--- src/sv/sda_sqrt.sv ---
`timescale 1ns / 1ps
// ----------------------------------------------------------------------------
// sda_sqrt
// Pipelined floor square root, one radicand bit pair per stage.
// ----------------------------------------------------------------------------
module sda_sqrt #(
    parameter int IN_W = 50,
    parameter int SB_W = 8
) (
    input  logic                clk,
    input  logic                rst_n,
    input  logic                in_valid,
    input  logic [IN_W-1:0]     radicand,
    input  logic [SB_W-1:0]     in_sb,
    output logic                out_valid,
    output logic [IN_W/2-1:0]   root,
    output logic [SB_W-1:0]     out_sb
);
    localparam int NS  = IN_W / 2;
    localparam int RTW = IN_W / 2;
    localparam int RW  = RTW + 2;

    logic               valid_reg [1:NS];
    logic [IN_W-1:0]    rad_reg   [1:NS];
    logic [RW-1:0]      rem_reg   [1:NS];
    logic [RTW-1:0]     root_reg  [1:NS];
    logic [SB_W-1:0]    sb_reg    [1:NS];

    for (genvar k = 0; k < NS; k++) begin : g_stage
        logic            v_cur;
        logic [IN_W-1:0] rad_cur;
        logic [RW-1:0]   rem_cur;
        logic [RTW-1:0]  root_cur;
        logic [SB_W-1:0] sb_cur;
        logic [RW-1:0]   rem_s;
        logic [RW-1:0]   trial;
        logic            ge;
        logic [RW-1:0]   rem_next;
        logic [RTW-1:0]  root_next;

        if (k == 0) begin : g_head
            assign v_cur    = in_valid;
            assign rad_cur  = radicand;
            assign rem_cur  = '0;
            assign root_cur = '0;
            assign sb_cur   = in_sb;
        end
        else begin : g_tail
            assign v_cur    = valid_reg[k];
            assign rad_cur  = rad_reg[k];
            assign rem_cur  = rem_reg[k];
            assign root_cur = root_reg[k];
            assign sb_cur   = sb_reg[k];
        end

        always_comb
        begin
            rem_s     = {rem_cur[RW-3:0], rad_cur[IN_W-1 -: 2]};
            trial     = {root_cur, 2'b01};
            ge        = (rem_s >= trial);
            rem_next  = ge ? (rem_s - trial) : rem_s;
            root_next = {root_cur[RTW-2:0], ge};
        end

        always_ff @(posedge clk or negedge rst_n)
        begin
            if (!rst_n)
            begin
                valid_reg[k+1] <= 1'b0;
            end
            else
            begin
                valid_reg[k+1] <= v_cur;
            end
        end

        always_ff @(posedge clk)
        begin
            rad_reg[k+1]  <= {rad_cur[IN_W-3:0], 2'b00};
            rem_reg[k+1]  <= rem_next;
            root_reg[k+1] <= root_next;
            sb_reg[k+1]   <= sb_cur;
        end
    end

    assign out_valid = valid_reg[NS];
    assign root      = root_reg[NS];
    assign out_sb    = sb_reg[NS];

endmodule

--- config.mk ---
export PLATFORM = sky130hd
export DESIGN_NAME = sda_sqrt
export DESIGN_NICKNAME = d
export VERILOG_FILES = /design/src/sv/sda_sqrt.sv
export SDC_FILE = /design/constraint.sdc
export NUM_CORES = 2
export LEC_CHECK = 0
export ABC_AREA = 1
export BUFFER_PORTS_ARGS = -buffer_cell sky130_fd_sc_hd__clkbuf_2
export CAP_MARGIN = 20
export CORE_ASPECT_RATIO = 0.5
export CORE_MARGIN = 2
export CORE_UTILIZATION = 55
export CTS_CLUSTER_DIAMETER = 150
export DETAILED_ROUTE_END_ITERATION = 7
export PLACE_DENSITY = 0.72
export SYNTH_ARGS = -nofsm -noshare
export SYNTH_HDL_FRONTEND = slang
export SYNTH_SLANG_ARGS = --single-unit
--- constraint.sdc ---
create_clock -name clk -period 2.4 [get_ports clk]
set_input_delay 0.12 -clock clk [delete_from_list [all_inputs] [get_ports clk]]
set_output_delay 0.12 -clock clk [all_outputs]
set_load 0.05 [all_outputs]
==> impl_results.md <==
- CTS Buffer Depth: 3
- Antenna Nets Post-Route: 0
- Max reg flops: 600
- Avg WL per Cell: 15.1 µm
- Synth Flop Type: dfxtp_1
- DRC viols: 0
- HPWL after detailed placement: ~140,000 µm
- Ys Warns: 0
- Critical Path End: rem_reg[14][12]$_DFF_P_
- H-tree levels: 4
- MaxCap Viol Count: 0
- Final hold violation count: 0
- Via count: 58,400
- Reg2reg start: root_reg[0][337]$_DFF_P_
- Initial antenna violation count: 9
- Relative slew slack: 0.595
- Outcome: finished clean
- Syn_area_per_cell: 7.44 µm²
- CP required: 3.11 ns
- CTS Root Cell: clkbuf_16
- Fin util: 0.633
- Yosys top cell by area: dfxtp_1
- Vias per Instance: 4.90
- #FFs+latches synth: 1,717
- Total Routing Usage GR: 0.269
- Setup CP Type: reg -> reg
- First-pass GRT wire length: 288,000 µm
- Crit path max fanout: 23
- Crit share post-route: 0.973
- Area contributors post-synth: dfxtp_1 47%, nand2_1 17%, inv_1 8.8%
- # port buffers: 94
- Worst Setup SP: root_reg[0][337]$_DFF_P_
- Layout fillers: 11,500
- Core Area: ~130,000 µm²
- Reg2reg path depth: 12
- Min Tclk post-route: 2.33 ns
- Cells after Synth: 9,632
- Drt first pass iters: 8
- CTS Buf Count: 142
- Chip height: between 200 and 300 µm
- WL final: 181,000 µm
- CTS clk-pin slew, worst paths: 0.07 ns
- Min Hold Slack: about 0.069 ns
- Most frequent cell after synthesis: nand2_1
- Skew final: around 0.053 ns
- Later-pin clock latency in the skew report: 0.80 ns
- Fmax: 428 MHz
- Synth top area share: 0.473
- Pin count of the biggest net entering global routing: 27
- RD Place Congestion: 0.972
- Layout cells sized above 1: 0.0701
- Mapped Nets: 10,000
- Peak VDD IR: 0.000971 V
- Area Growth Syn to Fin: 13.9%
- Synth cell types: between 40 and 50
- Final Setup Violations: 0
- Mapped cell area: 71,600 µm²
- Synth cell count leaders: 3,301 x nand2_1, 1,692 x dfxtp_1, 1,686 x inv_1, 731 x nor2_1, 510 x nand3_1
- TritonCTS clock tree: yes
- Worst min-delay path class: in -> reg
- Gr ovfl total: 0
- Sink Count: 1,717
- DRT iter0 DRCs: 4,181
- Pleak: 44.2 nW
- Die Width: a little over 500 µm
- WP data arrival: 3.04 ns
- Post-synth EDFFs: 0
- Cell Rows: 93
- Worst R2R Setup Slack: 0.07 ns
- Setup TNS: 0 ns
- Slew Viols, Final: 0
- Worst-Margin Slew: between 0.6 and 0.7 ns
- Die area: 133,000 µm²
- CP startpoint kind: flip-flop
- Vias in the first global route: 55,300
- Ports: 95
- CP endpoint kind: flip-flop
- Pwr dens: 1020 nW/µm²
- Nets: 10,500
- Initial Util: 0.556
- Asr flop ratio synth: 0.0146
- R2r endpoint: rem_reg[14][12]$_DFF_P_
- Sequential-to-total area share from yosys stat: 0.481
[worst max-delay path, stage by stage (launching register included)]
cell and delay (ns):
dfxtp_1 0.48, inv_1 0.08, ha_1 0.36, a21oi_1 0.29
inv_1 0.07, a21oi_1 0.12, nand3_1 0.10, nor2_1 0.13
nand2_2 0.07, inv_2 0.06, buf_4 0.25, nand2_1 0.08
nand2_1 0.18
[worst min path at each step]
stage	slack, ns	cells after the start	to	startpoint
final	0.07	2	g_stage[1].v_cur$_DFF_PN0_	in_valid
after global routing	0.04	2	g_stage[1].v_cur$_DFF_PN0_	in_valid
after CTS	0.02	2	g_stage[1].v_cur$_DFF_PN0_	in_valid
after detailed placement	0.15	1	out_valid$_DFF_PN0_	rst_n
after global placement	0.15	1	out_valid$_DFF_PN0_	rst_n
after floorplan	-0.18	0	g_stage[10].v_cur$_DFF_PN0_	rst_n
[layout by cell type, fill, tap and decap left out, types with 32 or more instances in the layout]
cell,instances
a21oi_1,301
a21oi_2,32
buf_4,197
clkbuf_16,144
clkbuf_2,94
dfxtp_1,1686
dlygate4sd3_1,118
ha_1,349
inv_1,1686
nand2_1,3299
nand3_1,510
nand3b_1,80
nand4_1,198
nor2_1,722
nor2_2,48
nor3_1,70
o21ai_0,138
o21ai_1,40
xnor2_1,64
xor2_1,144
[report_power, final]
group          switching (mW)  internal (mW)
clock                    11.2           13.2
combinational            14.0           7.68
sequential               3.76           33.1
total                    29.0           54.0
[metrics by stage]
stage,setup WS [ns],area [µm²],instances,power [mW]
after global routing,-0.00129,81600,11900,88.0
after detailed placement,-0.0434,75200,11600,58.5
after floorplan,0.470,71700,9632,51.3
after CTS,0.00382,81400,11900,83.1
after global placement,-0.0759,75200,11600,58.3
final,0.0655,81600,11900,83.0
[layout make-up]
| class | count | area (µm²) | share of cell area |
|---|---|---|---|
| Multi-Input combinational cell | 6132 | 30200 | 0.370 |
| Clock buffer | 186 | 3940 | 0.0483 |
| Inverter | 1703 | 6410 | 0.0786 |
| Sequential cell | 1717 | 34500 | 0.423 |
| Tap cell | 1710 | 2140 | 0.0262 |
| Antenna cell | 1 | 2.50 | 0.0000307 |
| Timing Repair Buffer | 421 | 3360 | 0.0411 |
| Clock inverter | 68 | 1060 | 0.0131 |
[repair_timing]
item | 4_1_cts | 5_1_grt
pin swaps | 0 | 1
buffers inserted | 0 | 2
hold buffers | 118 | 0
endpoints found under the hold margin | 85 | 0
resized for setup | 2 | 43
setup endpoints to repair | 9 | 168
[logic make-up (layout without fill, tap and decap cells)]
kind of cell / count (synthesis) / after routing / share of synthesized area
buffers and inverters: 1783 / 2378 / 0.0988
other: 1 / 2 / 0.0000523
adder cells (fa/ha/maj): 351 / 351 / 0.0613
AND/OR/NAND/NOR: 5025 / 5025 / 0.291
XOR/XNOR: 208 / 208 / 0.0254
AO/OA/AOI/OAI: 547 / 547 / 0.0416
flip-flops: 1717 / 1717 / 0.481
[metal layers]
layer  track usage  vias to the layer above  part of all wire  wire [µm]
li1              -                    30400                 -          -
met1         0.374                    26200              0.48      85900
met2         0.434                     1534              0.44      78900
met3        0.0412                      326             0.061      11000
met4        0.0793                        0             0.027       4830
met5             0                        -                 0          0
No activity file was read; power rests on OpenSTA's default activity.
