<file path="config.mk">
export PLATFORM = sky130hd
export DESIGN_NAME = sda_div
export DESIGN_NICKNAME = d
export VERILOG_FILES = /design/src/sv/sda_div.sv
export SDC_FILE = /design/constraint.sdc
export NUM_CORES = 2
export LEC_CHECK = 0
export ABC_AREA = 1
export BUFFER_PORTS_ARGS = -buffer_cell sky130_fd_sc_hd__buf_2
export CORE_MARGIN = 5
export CORE_UTILIZATION = 40
export DETAILED_ROUTE_END_ITERATION = 8
export GPL_ROUTABILITY_DRIVEN = 1
export GPL_TIMING_DRIVEN = 0
export PLACE_DENSITY = 0.67
export REMOVE_ABC_BUFFERS = 1
export SETUP_SLACK_MARGIN = 0.3
export SYNTH_ARGS = -nofsm -noshare
export SYNTH_HDL_FRONTEND = slang
export SYNTH_SLANG_ARGS = --single-unit
</file>
<file path="constraint.sdc">
create_clock -name clk -period 2.21 [get_ports clk]
set_input_delay 0.221 -clock clk [delete_from_list [all_inputs] [get_ports clk]]
set_output_delay 0.221 -clock clk [all_outputs]
set_load 0.1 [all_outputs]
</file>
<file path="src/sv/sda_div.sv">
`timescale 1ns / 1ps
// ----------------------------------------------------------------------------
// sda_div
// Pipelined restoring divider of base * 2^QW by a larger divisor.
// ----------------------------------------------------------------------------
module sda_div #(
    parameter int DW   = 25,
    parameter int QW   = 15,
    parameter int SB_W = 8
) (
    input  logic            clk,
    input  logic            rst_n,
    input  logic            in_valid,
    input  logic [DW-1:0]   base,
    input  logic [DW-1:0]   divisor,
    input  logic [SB_W-1:0] in_sb,
    output logic            out_valid,
    output logic [QW-1:0]   quotient,
    output logic [SB_W-1:0] out_sb
);
    logic               valid_reg [1:QW];
    logic [DW-1:0]      rem_reg   [1:QW];
    logic [DW-1:0]      den_reg   [1:QW];
    logic [QW-1:0]      q_reg     [1:QW];
    logic [SB_W-1:0]    sb_reg    [1:QW];

    for (genvar k = 0; k < QW; k++) begin : g_stage
        logic            v_cur;
        logic [DW-1:0]   rem_cur;
        logic [DW-1:0]   den_cur;
        logic [QW-1:0]   q_cur;
        logic [SB_W-1:0] sb_cur;
        logic [DW:0]     r2;
        logic            ge;
        logic [DW:0]     r_next;

        if (k == 0) begin : g_head
            assign v_cur   = in_valid;
            assign rem_cur = base;
            assign den_cur = divisor;
            assign q_cur   = '0;
            assign sb_cur  = in_sb;
        end
        else begin : g_tail
            assign v_cur   = valid_reg[k];
            assign rem_cur = rem_reg[k];
            assign den_cur = den_reg[k];
            assign q_cur   = q_reg[k];
            assign sb_cur  = sb_reg[k];
        end

        always_comb
        begin
            r2     = {rem_cur, 1'b0};
            ge     = (r2 >= {1'b0, den_cur});
            r_next = ge ? (r2 - {1'b0, den_cur}) : r2;
        end

        always_ff @(posedge clk or negedge rst_n)
        begin
            if (!rst_n)
            begin
                valid_reg[k+1] <= 1'b0;
            end
            else
            begin
                valid_reg[k+1] <= v_cur;
            end
        end

        always_ff @(posedge clk)
        begin
            rem_reg[k+1] <= r_next[DW-1:0];
            den_reg[k+1] <= den_cur;
            q_reg[k+1]   <= {q_cur[QW-2:0], ge};
            sb_reg[k+1]  <= sb_cur;
        end
    end

    assign out_valid = valid_reg[QW];
    assign quotient  = q_reg[QW];
    assign out_sb    = sb_reg[QW];

endmodule

</file>
==> summary.md <==
| Metric | Value |
|---|---|
| Result of the run | complete, but fails checks |
| Violated checks | negative hold slack |
| Share of synthesized flip-flops with an asynchronous set or reset | 1.57% |
| Unrepaired setup endpoints after global routing | true |
| Ratio of cells with drive above 1 in the final layout | 22.0% |
| RePlAce Congestion | 0.959 |
| Utilization of the core after routing | 53.0% |
| Worst voltage drop across the vdd grid | 864 uV |
| Synth Flop Type | dfxtp_1 |
| Worst slew margin relative to its limit | 55.4% |
| Non-filler instance count after layout | 10702 |
| Pwr dens | 1490 mW/mm^2 |
| Width of the die | 378 um |
| Post-Synthesis Mean Instance Area | 6.60 um^2 |
| CP Max Fanout | 7 |
| Count of clock tree sinks | 955 |
| Category of the worst setup path launch point | flip-flop |
| Cell count after placement | 9953 |
| Total routing resource utilization after global routing | 24.4% |
| Min-Delay Path Class | primary input to flip-flop |
| Worst-Skew Late Latency | 0.75 ns |
| Slowest stage cell on the critical path | dfxtp_4 |
| Max-cap violations | 0 |
| Final Hold Fails | 1 |
| Via density | 5.04 |
| Setup slack of the most critical reg-to-reg path | 0.03 ns |
| Number of failing setup endpoints in the final timing report | 0 |
| Initial standard-cell utilization of the core | 40.1% |
| TritonCTS Buffers | 103 |
| Die Area | 0.143 mm^2 |
| Hold_ws | -0.0177 ns |
| Required time of the critical path | 2.88 ns |
| Remaining routing DRC violations | 0 |
| Power, Total | 106 mW |
| FP Rows | 135 |
| Flop and latch count out of synthesis | 955 |
| Clock root cell | clkbuf_16 |
| Area of the placeable core | 0.135 mm^2 |
| Pins over their slew limit | 0 |
| Most frequent standard cell in the layout excluding fill and tap cells | nand2_1 |
| Number of synthesized flops with an enable pin | 0 |
| DRT iter0 DRCs | 4584 |
| Register clock-pin slew on the reported worst setup and hold paths | 0.07 ns |
| Cell leakage power | 37.8 nW |
| Delay contributed by the slowest stage of the critical path | 0.40 ns |
| Vias in the first global route | 50223 |
| H-Tree Depth | 3 |
| Detailed-placement wirelength estimate | 126 mm |
| Portion of the post-synthesis area used by sequential elements | 35.5% |
| Height of the chip | 378 um |
| Number of I/O pins | 85 |
| Clock tree buffer depth | 3 |
| WL per Instance | 17.4 um |
| Global-route wire length before repair | 276 mm |
| Final worst clock skew | 0.0502 ns |
| Syn. warnings | 0 |
| Number of vias in the routed layout | 53897 |
| Number of antenna violations at the first check in global routing | 5 |
| Achievable frequency | 460 MHz |
| PortBufs | 84 |
| Overall routed net length | 187 mm |
| Final setup margin | 0.0346 ns |
| Placement Setup Slack | -1.05 ns |
| Fraction of the cycle the final worst path needs | 98.4% |
| Kind of end point of the critical path | flip-flop |
| Netlist area before placement | 0.0541 mm^2 |
| Drt pass-1 iters | 7 |
| Setup Crit Path Kind | flip-flop to flip-flop |
| Cell count after synthesis | 8200 |
| Remaining global-route overflow | 0 |
| Pin slew with the least headroom to its limit | 0.670 ns |
| Pin count of the biggest net entering global routing | 27 |
| Antenna Nets Post-Route | 0 |
| TritonCTS clock tree | yes |
| CP Cell Sequence | inv_4 -> ha_4 -> inv_4 -> or2_4 -> nor3_4 -> buf_6 -> nand3_4 -> nand3_4 -> buf_12 -> nand2_2 -> nand2_2 |
| Layout-stage area growth over the synthesis result | 32.1% |
| Commonest non-fill, non-tap cells in the layout | 2979 x nand2_1, 1626 x inv_1, 691 x dfxtp_1 |
| Arrival time of data at the critical path endpoint | 2.84 ns |
| Clock period minus final worst setup slack | 2.18 ns |
| Synth unique cells | 38 |
| Final nets | 9279 |
## final cells by class
| type | count | area (um^2) |
|---|---|---|
| multi-input combinational | 5490 | 34300 |
| fill | 12542 | 63500 |
| clock inverter | 65 | 1040 |
| tap | 1781 | 2230 |
| inverter | 1737 | 6550 |
| clock buffer | 130 | 2830 |
| sequential | 955 | 19600 |
| timing repair buffer | 543 | 4900 |
| antenna | 1 | 2.50 |
## report_power, final
group	switching (mW)	internal (mW)	leakage [nW]	total [mW]
clock network	7.64	11.5	1.85	19.1
logic	37.4	23.3	27.8	60.7
registers	4.33	22.3	8.12	26.6
## cell usage after synthesis, types with 15 or more instances
cell,n,area share (%)
nand4_1,449,5.2
dfrtp_1,15,0.69
nor2_1,459,3.2
nand2_1,3239,22
buf_2,62,0.57
nand3_1,306,2.8
nand3b_1,17,0.24
and2_1,36,0.42
a21oi_1,141,1.3
nand3_4,27,0.87
inv_1,1711,12
nor2_2,16,0.18
buf_6,28,0.58
o21a_1,15,0.21
dfxtp_1,940,35
nand2_2,18,0.21
ha_1,374,8.6
inv_2,26,0.18
clkbuf_1,16,0.11
or2_2,24,0.28
xor2_1,154,2.5
nor3_1,15,0.14
## through the flow
stage	setup TNS [ns]	area (um^2)	hold WS, ns
final	0	71500	-0.0177
after global routing	0	71500	0.0117
after CTS	0	67100	-0.317
after detailed placement	-254.98	56000	0.133
after global placement	-252.02	56000	0.124
after floorplan	0	53400	-0.0746
## per-layer routing
metal | global-route usage, % | share of wire (%)
met2 | 41.3 | 46
met1 | 30.1 | 40
met3 | 3.73 | 7.2
met4 | 13.0 | 6.4
met5 | 0 | 0.015
## cell families after synthesis
family          count (synthesis)  share of synthesized area (%)
compound gates                177                           2.01
simple gates                 4663                           37.2
flops                         955                           35.5
xor+xnor                      168                           2.72
fa+ha+maj                     388                           9.17
buf+inv                      1849                           13.4
## worst max-delay path, delay by kind of cell (launching register included)
| kind | cells | cell delay, ns |
|---|---|---|
| AND/OR/NAND/NOR | 6 | 1.04 |
| flip-flops | 1 | 0.40 |
| buffers and inverters | 4 | 0.35 |
| adder cells (fa/ha/maj) | 1 | 0.27 |
## worst paths after layout
kind / startpoint / endpoint / cells past startpoint
setup / recovery: den_reg[0][274] / rem_reg[1][85] / 11
hold / removal: base[23] / rem_reg[0][49] / 7
setup reg to reg: den_reg[0][274] / rem_reg[1][85] / 11
hold reg to reg: q_reg[2][0] / q_reg[2][16] / 0
max in group asynchronous: rst_n / out_valid / 3
min in group asynchronous: rst_n / g_stage[9].v_cur / 3
## repair_timing
| action | 4_1_cts | 5_1_grt |
|---|---|---|
| hold buffers | 55 | 8 |
| endpoints found under the hold margin | 74 | 8 |
| endpoints found under the setup margin | 349 | 364 |
| resized for setup | 767 | 693 |
| buffers inserted | 233 | 159 |
| cloned | 77 | 21 |
| pin swaps | 157 | 243 |
Note: power is estimated with default switching activity, not from simulation.
